**config.mk**
```make
export PLATFORM = sky130hd
export DESIGN_NAME = ps2_mouse_packet_cursor_tracker_top_flat
export DESIGN_NICKNAME = d
export VERILOG_FILES = /design/src/hw/rtl/pmct_pkg.sv /design/src/hw/rtl/pmct_in_if.sv /design/src/hw/rtl/pmct_out_if.sv /design/src/hw/rtl/ps2_mouse_packet_cursor_tracker_top.sv /design/src/hw/rtl/pmct_framer.sv /design/src/hw/rtl/pmct_cursor.sv /design/src/flat_wrapper.sv
export SDC_FILE = /design/constraint.sdc
export NUM_CORES = 1
export LEC_CHECK = 0
export ABC_AREA = 0
export ABC_CLOCK_PERIOD_IN_PS = 4100
export BUFFER_PORTS_ARGS = -buffer_cell sky130_fd_sc_hd__buf_4
export CORE_MARGIN = 4
export CORE_UTILIZATION = 30
export DETAILED_ROUTE_END_ITERATION = 8
export GPL_TIMING_DRIVEN = 1
export HOLD_SLACK_MARGIN = 0.15
export PLACE_DENSITY = 0.55
export REMOVE_ABC_BUFFERS = 1
export SLEW_MARGIN = 40
export SYNTH_ARGS = -nofsm -noshare
export SYNTH_HDL_FRONTEND = slang
export SYNTH_SLANG_ARGS = --single-unit
```
**constraint.sdc**
```tcl
create_clock -name i_clk -period 4.1 [get_ports i_clk]
set_input_delay 0.615 -clock i_clk [delete_from_list [all_inputs] [get_ports i_clk]]
set_output_delay 0.615 -clock i_clk [all_outputs]
set_load 0.005 [all_outputs]
```
**src/hw/rtl/pmct_pkg.sv**
```systemverilog
`timescale 1ns / 1ps

package pmct_pkg;

    localparam int BYTE_BITS   = 8;
    localparam int BUTTON_BITS = 3;

    // register indexes on the configuration port
    localparam logic REG_MAX_X = 1'b0;
    localparam logic REG_MAX_Y = 1'b1;

    // head byte bit that is always set in a valid packet
    localparam logic [BYTE_BITS-1:0] SYNC_MASK = 8'h08;

    typedef struct packed {
        logic [BUTTON_BITS-1:0] buttons;
        logic [BYTE_BITS-1:0]   dx;
        logic [BYTE_BITS-1:0]   dy;
    } t_packet;

endpackage

```
**src/hw/rtl/pmct_in_if.sv**
```systemverilog
`timescale 1ns / 1ps

interface pmct_in_if;
    logic       valid;
    logic       ready;
    logic [7:0] rx_byte;
    logic       from_aux;

    modport source (output valid, output rx_byte, output from_aux, input ready);
    modport sink (input valid, input rx_byte, input from_aux, output ready);
endinterface

```
**src/hw/rtl/pmct_out_if.sv**
```systemverilog
`timescale 1ns / 1ps

interface pmct_out_if #(
    parameter int COORD_BITS = 12
);
    logic                  valid;
    logic                  ready;
    logic [COORD_BITS-1:0] cursor_x;
    logic [COORD_BITS-1:0] cursor_y;
    logic [2:0]            button_bits;

    modport source (output valid, output cursor_x, output cursor_y, output button_bits,
                    input ready);
    modport sink (input valid, input cursor_x, input cursor_y, input button_bits,
                  output ready);
endinterface

```
**src/hw/rtl/ps2_mouse_packet_cursor_tracker_top.sv**
```systemverilog
// a byte request is registered in the input reg; its cursor result in the result reg
// throughput: one byte request per cycle while results are taken
// the cursor add/clamp and packet framing are combinational between the regs
// reset: synchronous active low; bounds 639/479, cursor centered, framing idle
// bound writes recenter that axis at once; framing is left as it is
`timescale 1ns / 1ps

module ps2_mouse_packet_cursor_tracker_top
    import pmct_pkg::*;
#(
    parameter int COORD_BITS = 12
) (
    input  logic                  i_clk,
    input  logic                  i_rst_n,
    input  logic                  i_cfg_we,
    input  logic                  i_cfg_idx,
    input  logic [COORD_BITS-1:0] i_cfg_data,
    pmct_in_if.sink               i_req,
    pmct_out_if.source            o_rsp
);

    logic                 r_in_valid;
    logic [BYTE_BITS-1:0] r_in_byte;
    logic                 r_in_aux;

    logic                   r_out_valid;
    logic [COORD_BITS-1:0]  r_out_x;
    logic [COORD_BITS-1:0]  r_out_y;
    logic [BUTTON_BITS-1:0] r_out_btn;

    logic                  pkt_done;
    t_packet               pkt;
    logic [COORD_BITS-1:0] next_x;
    logic [COORD_BITS-1:0] next_y;
    logic                  out_free;
    logic                  consume;
    logic                  emit;

    assign out_free    = !r_out_valid || o_rsp.ready;
    assign consume     = r_in_valid && (!pkt_done || out_free);
    assign emit        = consume && pkt_done;
    assign i_req.ready = !r_in_valid || consume;

    pmct_framer u_framer (
        .i_clk      (i_clk),
        .i_rst_n    (i_rst_n),
        .i_fire     (consume),
        .i_rx_byte  (r_in_byte),
        .i_from_aux (r_in_aux),
        .o_done     (pkt_done),
        .o_pkt      (pkt)
    );

    pmct_cursor #(
        .COORD_BITS (COORD_BITS)
    ) u_cursor (
        .i_clk      (i_clk),
        .i_rst_n    (i_rst_n),
        .i_cfg_we   (i_cfg_we),
        .i_cfg_idx  (i_cfg_idx),
        .i_cfg_data (i_cfg_data),
        .i_move     (emit),
        .i_pkt      (pkt),
        .o_next_x   (next_x),
        .o_next_y   (next_y)
    );

    always_ff @(posedge i_clk) begin
        if (!i_rst_n) begin
            r_in_valid <= 1'b0;
        end else if (i_req.ready) begin
            r_in_valid <= i_req.valid;
        end
    end

    always_ff @(posedge i_clk) begin
        if (i_req.ready && i_req.valid) begin
            r_in_byte <= i_req.rx_byte;
            r_in_aux  <= i_req.from_aux;
        end
    end

    always_ff @(posedge i_clk) begin
        if (!i_rst_n) begin
            r_out_valid <= 1'b0;
        end else if (out_free) begin
            r_out_valid <= emit;
        end
    end

    always_ff @(posedge i_clk) begin
        if (emit) begin
            r_out_x   <= next_x;
            r_out_y   <= next_y;
            r_out_btn <= pkt.buttons;
        end
    end

    assign o_rsp.valid       = r_out_valid;
    assign o_rsp.cursor_x    = r_out_x;
    assign o_rsp.cursor_y    = r_out_y;
    assign o_rsp.button_bits = r_out_btn;

endmodule

```
**src/hw/rtl/pmct_framer.sv**
```systemverilog
`timescale 1ns / 1ps

module pmct_framer
    import pmct_pkg::*;
(
    input  logic                 i_clk,
    input  logic                 i_rst_n,
    input  logic                 i_fire,
    input  logic [BYTE_BITS-1:0] i_rx_byte,
    input  logic                 i_from_aux,
    output logic                 o_done,
    output t_packet              o_pkt
);

    localparam logic [1:0] PH_HEAD = 2'd0;
    localparam logic [1:0] PH_DX   = 2'd1;
    localparam logic [1:0] PH_DY   = 2'd2;

    logic [1:0]           r_phase;
    logic [1:0]           n_phase;
    logic [BYTE_BITS-1:0] r_head;
    logic [BYTE_BITS-1:0] n_head;
    logic [BYTE_BITS-1:0] r_dx;
    logic [BYTE_BITS-1:0] n_dx;

    always_comb begin
        n_phase = r_phase;
        n_head  = r_head;
        n_dx    = r_dx;
        o_done  = 1'b0;
        if (i_from_aux) begin
            case (r_phase)
                PH_DX: begin
                    n_dx    = i_rx_byte;
                    n_phase = PH_DY;
                end
                PH_DY: begin
                    n_phase = PH_HEAD;
                    o_done  = 1'b1;
                end
                default: begin
                    // resync: wait for a head byte with the sync bit set
                    if ((i_rx_byte & SYNC_MASK) != '0) begin
                        n_head  = i_rx_byte;
                        n_phase = PH_DX;
                    end else begin
                        n_phase = PH_HEAD;
                    end
                end
            endcase
        end
    end

    assign o_pkt.buttons = r_head[BUTTON_BITS-1:0];
    assign o_pkt.dx      = r_dx;
    assign o_pkt.dy      = i_rx_byte;

    always_ff @(posedge i_clk) begin
        if (!i_rst_n) begin
            r_phase <= PH_HEAD;
            r_head  <= '0;
            r_dx    <= '0;
        end else if (i_fire) begin
            r_phase <= n_phase;
            r_head  <= n_head;
            r_dx    <= n_dx;
        end
    end

endmodule

```
**src/hw/rtl/pmct_cursor.sv**
```systemverilog
`timescale 1ns / 1ps

module pmct_cursor
    import pmct_pkg::*;
#(
    parameter int COORD_BITS = 12
) (
    input  logic                  i_clk,
    input  logic                  i_rst_n,
    input  logic                  i_cfg_we,
    input  logic                  i_cfg_idx,
    input  logic [COORD_BITS-1:0] i_cfg_data,
    input  logic                  i_move,
    input  t_packet               i_pkt,
    output logic [COORD_BITS-1:0] o_next_x,
    output logic [COORD_BITS-1:0] o_next_y
);

    localparam int SUM_BITS = COORD_BITS + 2;
    localparam logic [COORD_BITS-1:0] MAX_X_RESET = COORD_BITS'(639);
    localparam logic [COORD_BITS-1:0] MAX_Y_RESET = COORD_BITS'(479);

    logic [COORD_BITS-1:0] r_max_x;
    logic [COORD_BITS-1:0] r_max_y;
    logic [COORD_BITS-1:0] r_pos_x;
    logic [COORD_BITS-1:0] r_pos_y;

    logic signed [SUM_BITS-1:0] sum_x;
    logic signed [SUM_BITS-1:0] sum_y;

    assign sum_x = $signed({2'b00, r_pos_x})
                 + SUM_BITS'($signed(i_pkt.dx));
    assign sum_y = $signed({2'b00, r_pos_y})
                 - SUM_BITS'($signed(i_pkt.dy));

    always_comb begin
        if (sum_x[SUM_BITS-1]) begin
            o_next_x = '0;
        end else if (sum_x[SUM_BITS-2:0] > {1'b0, r_max_x}) begin
            o_next_x = r_max_x;
        end else begin
            o_next_x = sum_x[COORD_BITS-1:0];
        end
        if (sum_y[SUM_BITS-1]) begin
            o_next_y = '0;
        end else if (sum_y[SUM_BITS-2:0] > {1'b0, r_max_y}) begin
            o_next_y = r_max_y;
        end else begin
            o_next_y = sum_y[COORD_BITS-1:0];
        end
    end

    always_ff @(posedge i_clk) begin
        if (!i_rst_n) begin
            r_max_x <= MAX_X_RESET;
            r_max_y <= MAX_Y_RESET;
            r_pos_x <= MAX_X_RESET >> 1;
            r_pos_y <= MAX_Y_RESET >> 1;
        end else if (i_cfg_we) begin
            // bound write recenters that axis
            if (i_cfg_idx == REG_MAX_X) begin
                r_max_x <= i_cfg_data;
                r_pos_x <= i_cfg_data >> 1;
            end else begin
                r_max_y <= i_cfg_data;
                r_pos_y <= i_cfg_data >> 1;
            end
        end else if (i_move) begin
            r_pos_x <= o_next_x;
            r_pos_y <= o_next_y;
        end
    end

endmodule
```
**src/flat_wrapper.sv**
```systemverilog
// flat-port wrapper written by rule: the top's interface ports become plain ports
module ps2_mouse_packet_cursor_tracker_top_flat import pmct_pkg::*;
#(
    parameter int COORD_BITS = 12
)
  (i_clk, i_rst_n, i_cfg_we, i_cfg_idx, i_cfg_data, i_req_valid, i_req_rx_byte, i_req_from_aux, i_req_ready, o_rsp_valid, o_rsp_cursor_x, o_rsp_cursor_y, o_rsp_button_bits, o_rsp_ready);
  pmct_in_if i_req_i ();
  pmct_out_if #(.COORD_BITS(COORD_BITS)) o_rsp_i ();
  input  logic i_clk;
  input  logic i_rst_n;
  input  logic i_cfg_we;
  input  logic i_cfg_idx;
  input  logic [COORD_BITS-1:0] i_cfg_data;
  input wire logic [$bits(i_req_i.valid)-1:0] i_req_valid;
  input wire logic [$bits(i_req_i.rx_byte)-1:0] i_req_rx_byte;
  input wire logic [$bits(i_req_i.from_aux)-1:0] i_req_from_aux;
  output wire logic [$bits(i_req_i.ready)-1:0] i_req_ready;
  output wire logic [$bits(o_rsp_i.valid)-1:0] o_rsp_valid;
  output wire logic [$bits(o_rsp_i.cursor_x)-1:0] o_rsp_cursor_x;
  output wire logic [$bits(o_rsp_i.cursor_y)-1:0] o_rsp_cursor_y;
  output wire logic [$bits(o_rsp_i.button_bits)-1:0] o_rsp_button_bits;
  input wire logic [$bits(o_rsp_i.ready)-1:0] o_rsp_ready;
  assign i_req_i.valid = i_req_valid;
  assign i_req_i.rx_byte = i_req_rx_byte;
  assign i_req_i.from_aux = i_req_from_aux;
  assign i_req_ready = i_req_i.ready;
  assign o_rsp_valid = o_rsp_i.valid;
  assign o_rsp_cursor_x = o_rsp_i.cursor_x;
  assign o_rsp_cursor_y = o_rsp_i.cursor_y;
  assign o_rsp_button_bits = o_rsp_i.button_bits;
  assign o_rsp_i.ready = o_rsp_ready;
  ps2_mouse_packet_cursor_tracker_top #(.COORD_BITS(COORD_BITS)) u_core (.i_clk(i_clk), .i_rst_n(i_rst_n), .i_cfg_we(i_cfg_we), .i_cfg_idx(i_cfg_idx), .i_cfg_data(i_cfg_data), .i_req(i_req_i), .o_rsp(o_rsp_i));
endmodule
```
## Word-level counts from Yosys, hierarchy flattened

Cells that the tools add are included.

| cells by class | value |
|---|---|
| shifts and indexed selects | 0 |
| add/subtract/negate cells | 2 |
| multipliers | 0 |
| multiplexer cells | 14 |
| equality and inequality tests | 4 |
| magnitude comparators | 2 |
| bitwise logic cells | 2 |
| reduce and logical (&&, ||, !) cells | 18 |
| divide/modulo/power cells | 0 |

Operators by type and width:

| operator | number |
|---|---|
| $mux 12 | 10 |
| $gt 13x12->1 | 2 |
| $add 13x8->14 | 1 |
| $sub 13x8->14 | 1 |
| $reduce_and 2->1 | 5 |
| $pmux 2 s2 | 1 |
| $reduce_and 4->1 | 1 |
| $logic_and 1x1->1 | 3 |
| $logic_not 1->1 | 3 |
| $logic_or 1x1->1 | 3 |
| $mux 1 | 3 |
| $reduce_and 3->1 | 1 |
| $eq 2x1->1 const B | 1 |
| $eq 2x2->1 const B | 1 |
| $ne 2x1->1 const B | 1 |
| $ne 2x2->1 const B | 1 |
| $not 1->1 | 2 |
| $reduce_bool 2->1 | 1 |
| $reduce_or 2->1 | 1 |

| storage, ports and cells | value |
|---|---|
| memory bits (writable) | 0 |
| bits of input ports | 27 |
| memories | 0 |
| ROM bits | 0 |
| flip-flop bits (word level) | 99 |
| latch bits | 0 |

## Logic depth before layout (Yosys ltp)

| logic depth | value |
|---|---|
| word-level depth | 9 |
| depth in mapped cells | 18 |

## Modules after synthesis

From an unflattened synthesis, not the netlist that was laid out.

| second synthesis, totals | value |
|---|---|
| cells, all modules | 646 |
| area, all modules | 5904.4 um^2 |

By module, submodules not included:

| module | sequential area each (um^2) | cells an instance | times used | area an instance (um^2) |
|---|---|---|---|---|
| pmct_cursor | 960.9 | 532 | 1 | 4075.2 |
| ps2_mouse_packet_cursor_tracker_top | 1121.1 | 48 | 1 | 1198.6 |
| pmct_framer | 260.2 | 66 | 1 | 630.6 |

## Least setup slack after synthesis

No wires, ideal clock.

| path | value |
|---|---|
| path kind | register to register |
| start | register u_core.r_in_byte[0] |
| end | register u_core.r_out_y[1] (netlist: u_core.o_rsp.cursor_y[1]), data pin |
| buffers on the path | 2 |
| cell stages (with the launch flop) | 18 |
| path slack | 0.265 ns |
| required time | 3.843 ns |
| clock period less this slack | 3.835 ns |
| library setup time | 0.257 ns |
| arrival | 3.577 ns |
| cell sequence | edfxtp_1 -> ha_1 -> fa_1 -> nor2b_1 -> o31a_1 -> o21a_1 -> nor2_1 -> xnor2_1 -> ha_1 -> a2111oi_0 -> nor3_1 -> o21ai_0 -> a311oi_1 -> or4_1 -> clkbuf_1 -> buf_4 -> mux2i_1 -> nor2_1 |

| between the ends | value |
|---|---|
| word-level cells in the longest chain between the ends | 4 |

Ends and longest elaborated chain:

| what | RTL line | source |
|---|---|---|
| start: declaration | ps2_mouse_packet_cursor_tracker_top.sv:23 | `logic [BYTE_BITS-1:0] r_in_byte;` |
| start signal: assignment | ps2_mouse_packet_cursor_tracker_top.sv:78 | `r_in_byte <= i_req.rx_byte;` |
| $sub 13x8->14 (*) | pmct_cursor.sv:34 | `- SUM_BITS'($signed(i_pkt.dy));` |
| $gt 13x12->1 | pmct_cursor.sv:46 | `end else if (sum_y[SUM_BITS-2:0] > {1'b0, r_max_y}) begin` |
| $mux 12 | pmct_cursor.sv:46 |  |
| $mux 12 (*) | pmct_cursor.sv:44 | `if (sum_y[SUM_BITS-1]) begin` |
| via u_core.next_y[1] | ps2_mouse_packet_cursor_tracker_top.sv:34 | `logic [COORD_BITS-1:0] next_y;` |
| end signal: assignment | ps2_mouse_packet_cursor_tracker_top.sv:94 | `r_out_y <= next_y;` |
| end: declaration | ps2_mouse_packet_cursor_tracker_top.sv:28 | `logic [COORD_BITS-1:0] r_out_y;` |

Mark *: on every way through the listed nets, which the timed path passes. The rest lies on a longest branch.
A chain may end at the register's enable or synchronous reset.

## Final worst setup path

| path | value |
|---|---|
| start | register u_core.r_in_byte[6] |
| end | register u_core.r_out_y[1] (netlist: u_core.o_rsp.cursor_y[1]), data pin |

The elaborated chain is that of the path after synthesis.

==> results.txt <==
post-route cell area -> 6960 um2
Final Hold Fails -> 0
drt total wl -> 15660 um
Yosys top cell area share -> 21.69%
Synth Warn # -> 0
# clock sinks -> 99
most used flip-flop cell after synthesis -> dfxtp_1
cell area after placement -> 6576 um2
Die X-Extent -> 147.2 um
met2 Use GR -> 22.58%
remaining antenna violation count -> 0
most frequent cells after synthesis -> nand2_1, dfxtp_1, nor2_1
ys async rst share -> 0%
clock-pin slew on the worst setup and hold paths -> 0.07 ns
Tmin final -> 3.909 ns
Clock Tree Buf Depth -> 2
number of flops mapped to enable cells by yosys -> 36
TritonCTS clock tree -> yes
final worst path period share -> 95.34%
# H-tree levels -> 3
1st-iter DRT viols -> 233
diode count -> 0
largest net degree at the start of global routing -> 32
die area -> 21680 um2
CP arrival -> 4.02 ns
Reg2Reg Depth -> 15
dominant cells by area after synthesis -> dfxtp_1, edfxtp_1, ha_1, mux2i_1, nand2_1
Initial Utilization -> 30.78%
count leader, synth -> nand2_1
Worst setup EP type -> register
Worst Path Max Fanout -> 6
Pwr Density -> 373.3 nW/um2
Via density -> 5.037
drt first pass iters -> 5
fmax -> 255.8 MHz
Max VDD drop -> 224.0 uV
Worst Setup Start Kind -> register
Hold Path End -> u_core.r_in_byte[6]
grt ovf -> 0
worst slack at placement -> 0.08385 ns
leakage power -> 2.987 nW
nets -> 775
vias in the first global route -> 4736
CTS Hold Buffers Added -> 0
M1 GR Usage -> 21.22%
Reg2Reg Setup Slack -> 0.19 ns
Max-slew headroom -> 47.06%
met3 global-route usage -> 3.331%
Reg2Reg Launch Point -> u_core.r_in_byte[6]
max cap viols -> 0
core area -> 18890 um2
Seq cells post-synth -> 99
worst path required time -> 4.21 ns
worst hold path stage count -> 1
Worst-Skew Late Latency -> 0.36 ns
DPL Wire Length -> 12020 um
Slew Limit Fails -> 0
DRC -> 0
Setup TNS -> 0 ns
routability-driven placement congestion ratio -> 0.8216
Seq/Total Area, Yosys -> 40.28%
largest area contributor in the netlist -> dfxtp_1
Setup Skew -> 0.006898 ns
first-pass GRT wire length -> 25250 um
Port Buffers -> 55
Synth Cell Area -> 5816 um2
via count -> 4825
# setup viols final -> 0
Avg Inst Size Synth -> 9.216 um2
root buffer cell -> clkbuf_16
path type of the worst setup path -> reg2reg
cell count after synthesis -> 631
Die Span Y -> 147.2 um
grt peak-use layer -> met2
Total GRT Usage -> 14.71%
Fillers -> 2034
hold_sp -> i_req_rx_byte[6]
row count -> 50
PnR worst setup slack -> 0.1911 ns
run status -> complete, no violations
Fin Hold WS -> 0.4284 ns
P&R area growth vs syn -> 19.69%
type of the most critical hold path -> in2reg
R2R Path End -> u_core.o_rsp.cursor_y[1]
IO Pins -> 56
TritonCTS buffer count -> 9
Routed WL per cell -> 16.34 um
Tot Pwr -> 2.598 mW
Synth cell types -> 66
Slew @ Worst Pin -> 0.7941 ns
layout cells sized above 1 -> 17.34%
antenna violations before repair -> 0
==> worst max-delay path, cell delays in order, from the launching register on <==
cell	delay (ns)
edfxtp_1	0.43
inv_1	0.08
ha_1	0.21
or4_4	0.51
nor2b_1	0.16
a22oi_1	0.21
nand3_1	0.10
and3_1	0.18
ha_1	0.33
nand4_1	0.12
nor3_1	0.22
a311oi_1	0.07
or4_4	0.54
buf_4	0.20
mux2i_2	0.22
nor2_1	0.07
==> through the flow <==
step / std cells / util [%]
2_1_floorplan: 605 / -
3_3_place_gp: 939 / 34.77
3_5_place_dp: 939 / 34.81
4_1_cts: 955 / 36.40
5_1_grt: 958 / 36.84
6_report: 958 / 36.84
==> worst max-delay path by stage <==
stage | cells past startpoint | endpoint | from | slack, ns
detailed placement | 15 | u_core.o_rsp.cursor_y[8] | u_core.r_in_byte[0] | 0.08
global route | 16 | u_core.u_cursor.r_pos_y[9] | u_core.r_in_byte[2] | -0.01
finish | 15 | u_core.o_rsp.cursor_y[1] | u_core.r_in_byte[6] | 0.19
CTS | 15 | u_core.o_rsp.cursor_y[8] | u_core.r_in_byte[0] | 0.06
floorplan | 15 | u_core.u_cursor.r_pos_y[9] | u_core.r_in_byte[0] | 0.17
global placement | 15 | u_core.u_cursor.r_pos_y[9] | u_core.r_in_byte[6] | 0.15
==> layout by cell type (no fill, tap or decap), types with 12 or more instances in the layout <==
master     n
a21oi_1   43
buf_4     75
dfxtp_1   63
edfxtp_1  36
ha_1      53
inv_1     50
mux2i_1   22
nand2_1   69
nand3_1   20
nor2_1    55
nor3_1    15
o211ai_1  13
xnor2_1   12
==> cell families (layout without fill, tap and decap cells) <==
family,after synthesis,in the layout,share of synthesized area [%]
adders and majority gates,55,55,12.09
buffers and inverters,76,143,5.658
AOI/OAI and AO/OA,156,156,18.95
and+or+nand+nor,201,201,15.77
muxes,28,28,4.841
xor gates and xnor gates,16,16,2.410
DFF,99,99,40.28
==> report_power, final <==
group	internal, mW	total [mW]	switching [mW]
Sequential	1.06	1.09	0.0288
Clock	0.478	0.873	0.396
Combinational	0.279	0.633	0.354
Total	1.82	2.60	0.778
==> final cells by class <==
class | instances | area (um2) | area share [%]
multi-input cells | 456 | 3209 | 46.11
inverters | 50 | 187.7 | 2.696
well taps | 260 | 325.3 | 4.674
clock buffers | 9 | 225.2 | 3.236
repair buffers | 77 | 594.3 | 8.539
clock inverters | 7 | 76.32 | 1.097
flip-flops and latches | 99 | 2342 | 33.65
==> registers in the layout, indices dropped and copies added, names as in the netlist <==
register	count
u_core.u_cursor.r_max_y	12
u_core.o_rsp.cursor_x	12
u_core.u_cursor.r_pos_y	12
u_core.u_framer.r_dx	8
u_core.u_framer.r_phase	2
u_core.o_rsp.cursor_y	12
u_core.r_in_byte	8
u_core.r_in_valid	1
u_core.u_framer.r_head	3
u_core.u_cursor.r_pos_x	12
u_core.u_cursor.r_max_x	12
u_core.o_rsp.button_bits	3
u_core.r_in_aux	1
u_core.o_rsp.valid	1
==> metal layers <==
metal / part of all wire, % / up-vias
met5: 0 / -
met2: 44 / 105
met4: 0.84 / 0
met1: 51 / 2280
met3: 4.8 / 13
li1: - / 2427
==> timing repair <==
| item | in CTS | in global routing |
|---|---|---|
| gates resized for setup | 0 | 17 |
| endpoints found under the setup margin | 0 | 25 |
| buffers inserted | 0 | 3 |
Power figures use the tool's default switching activity.
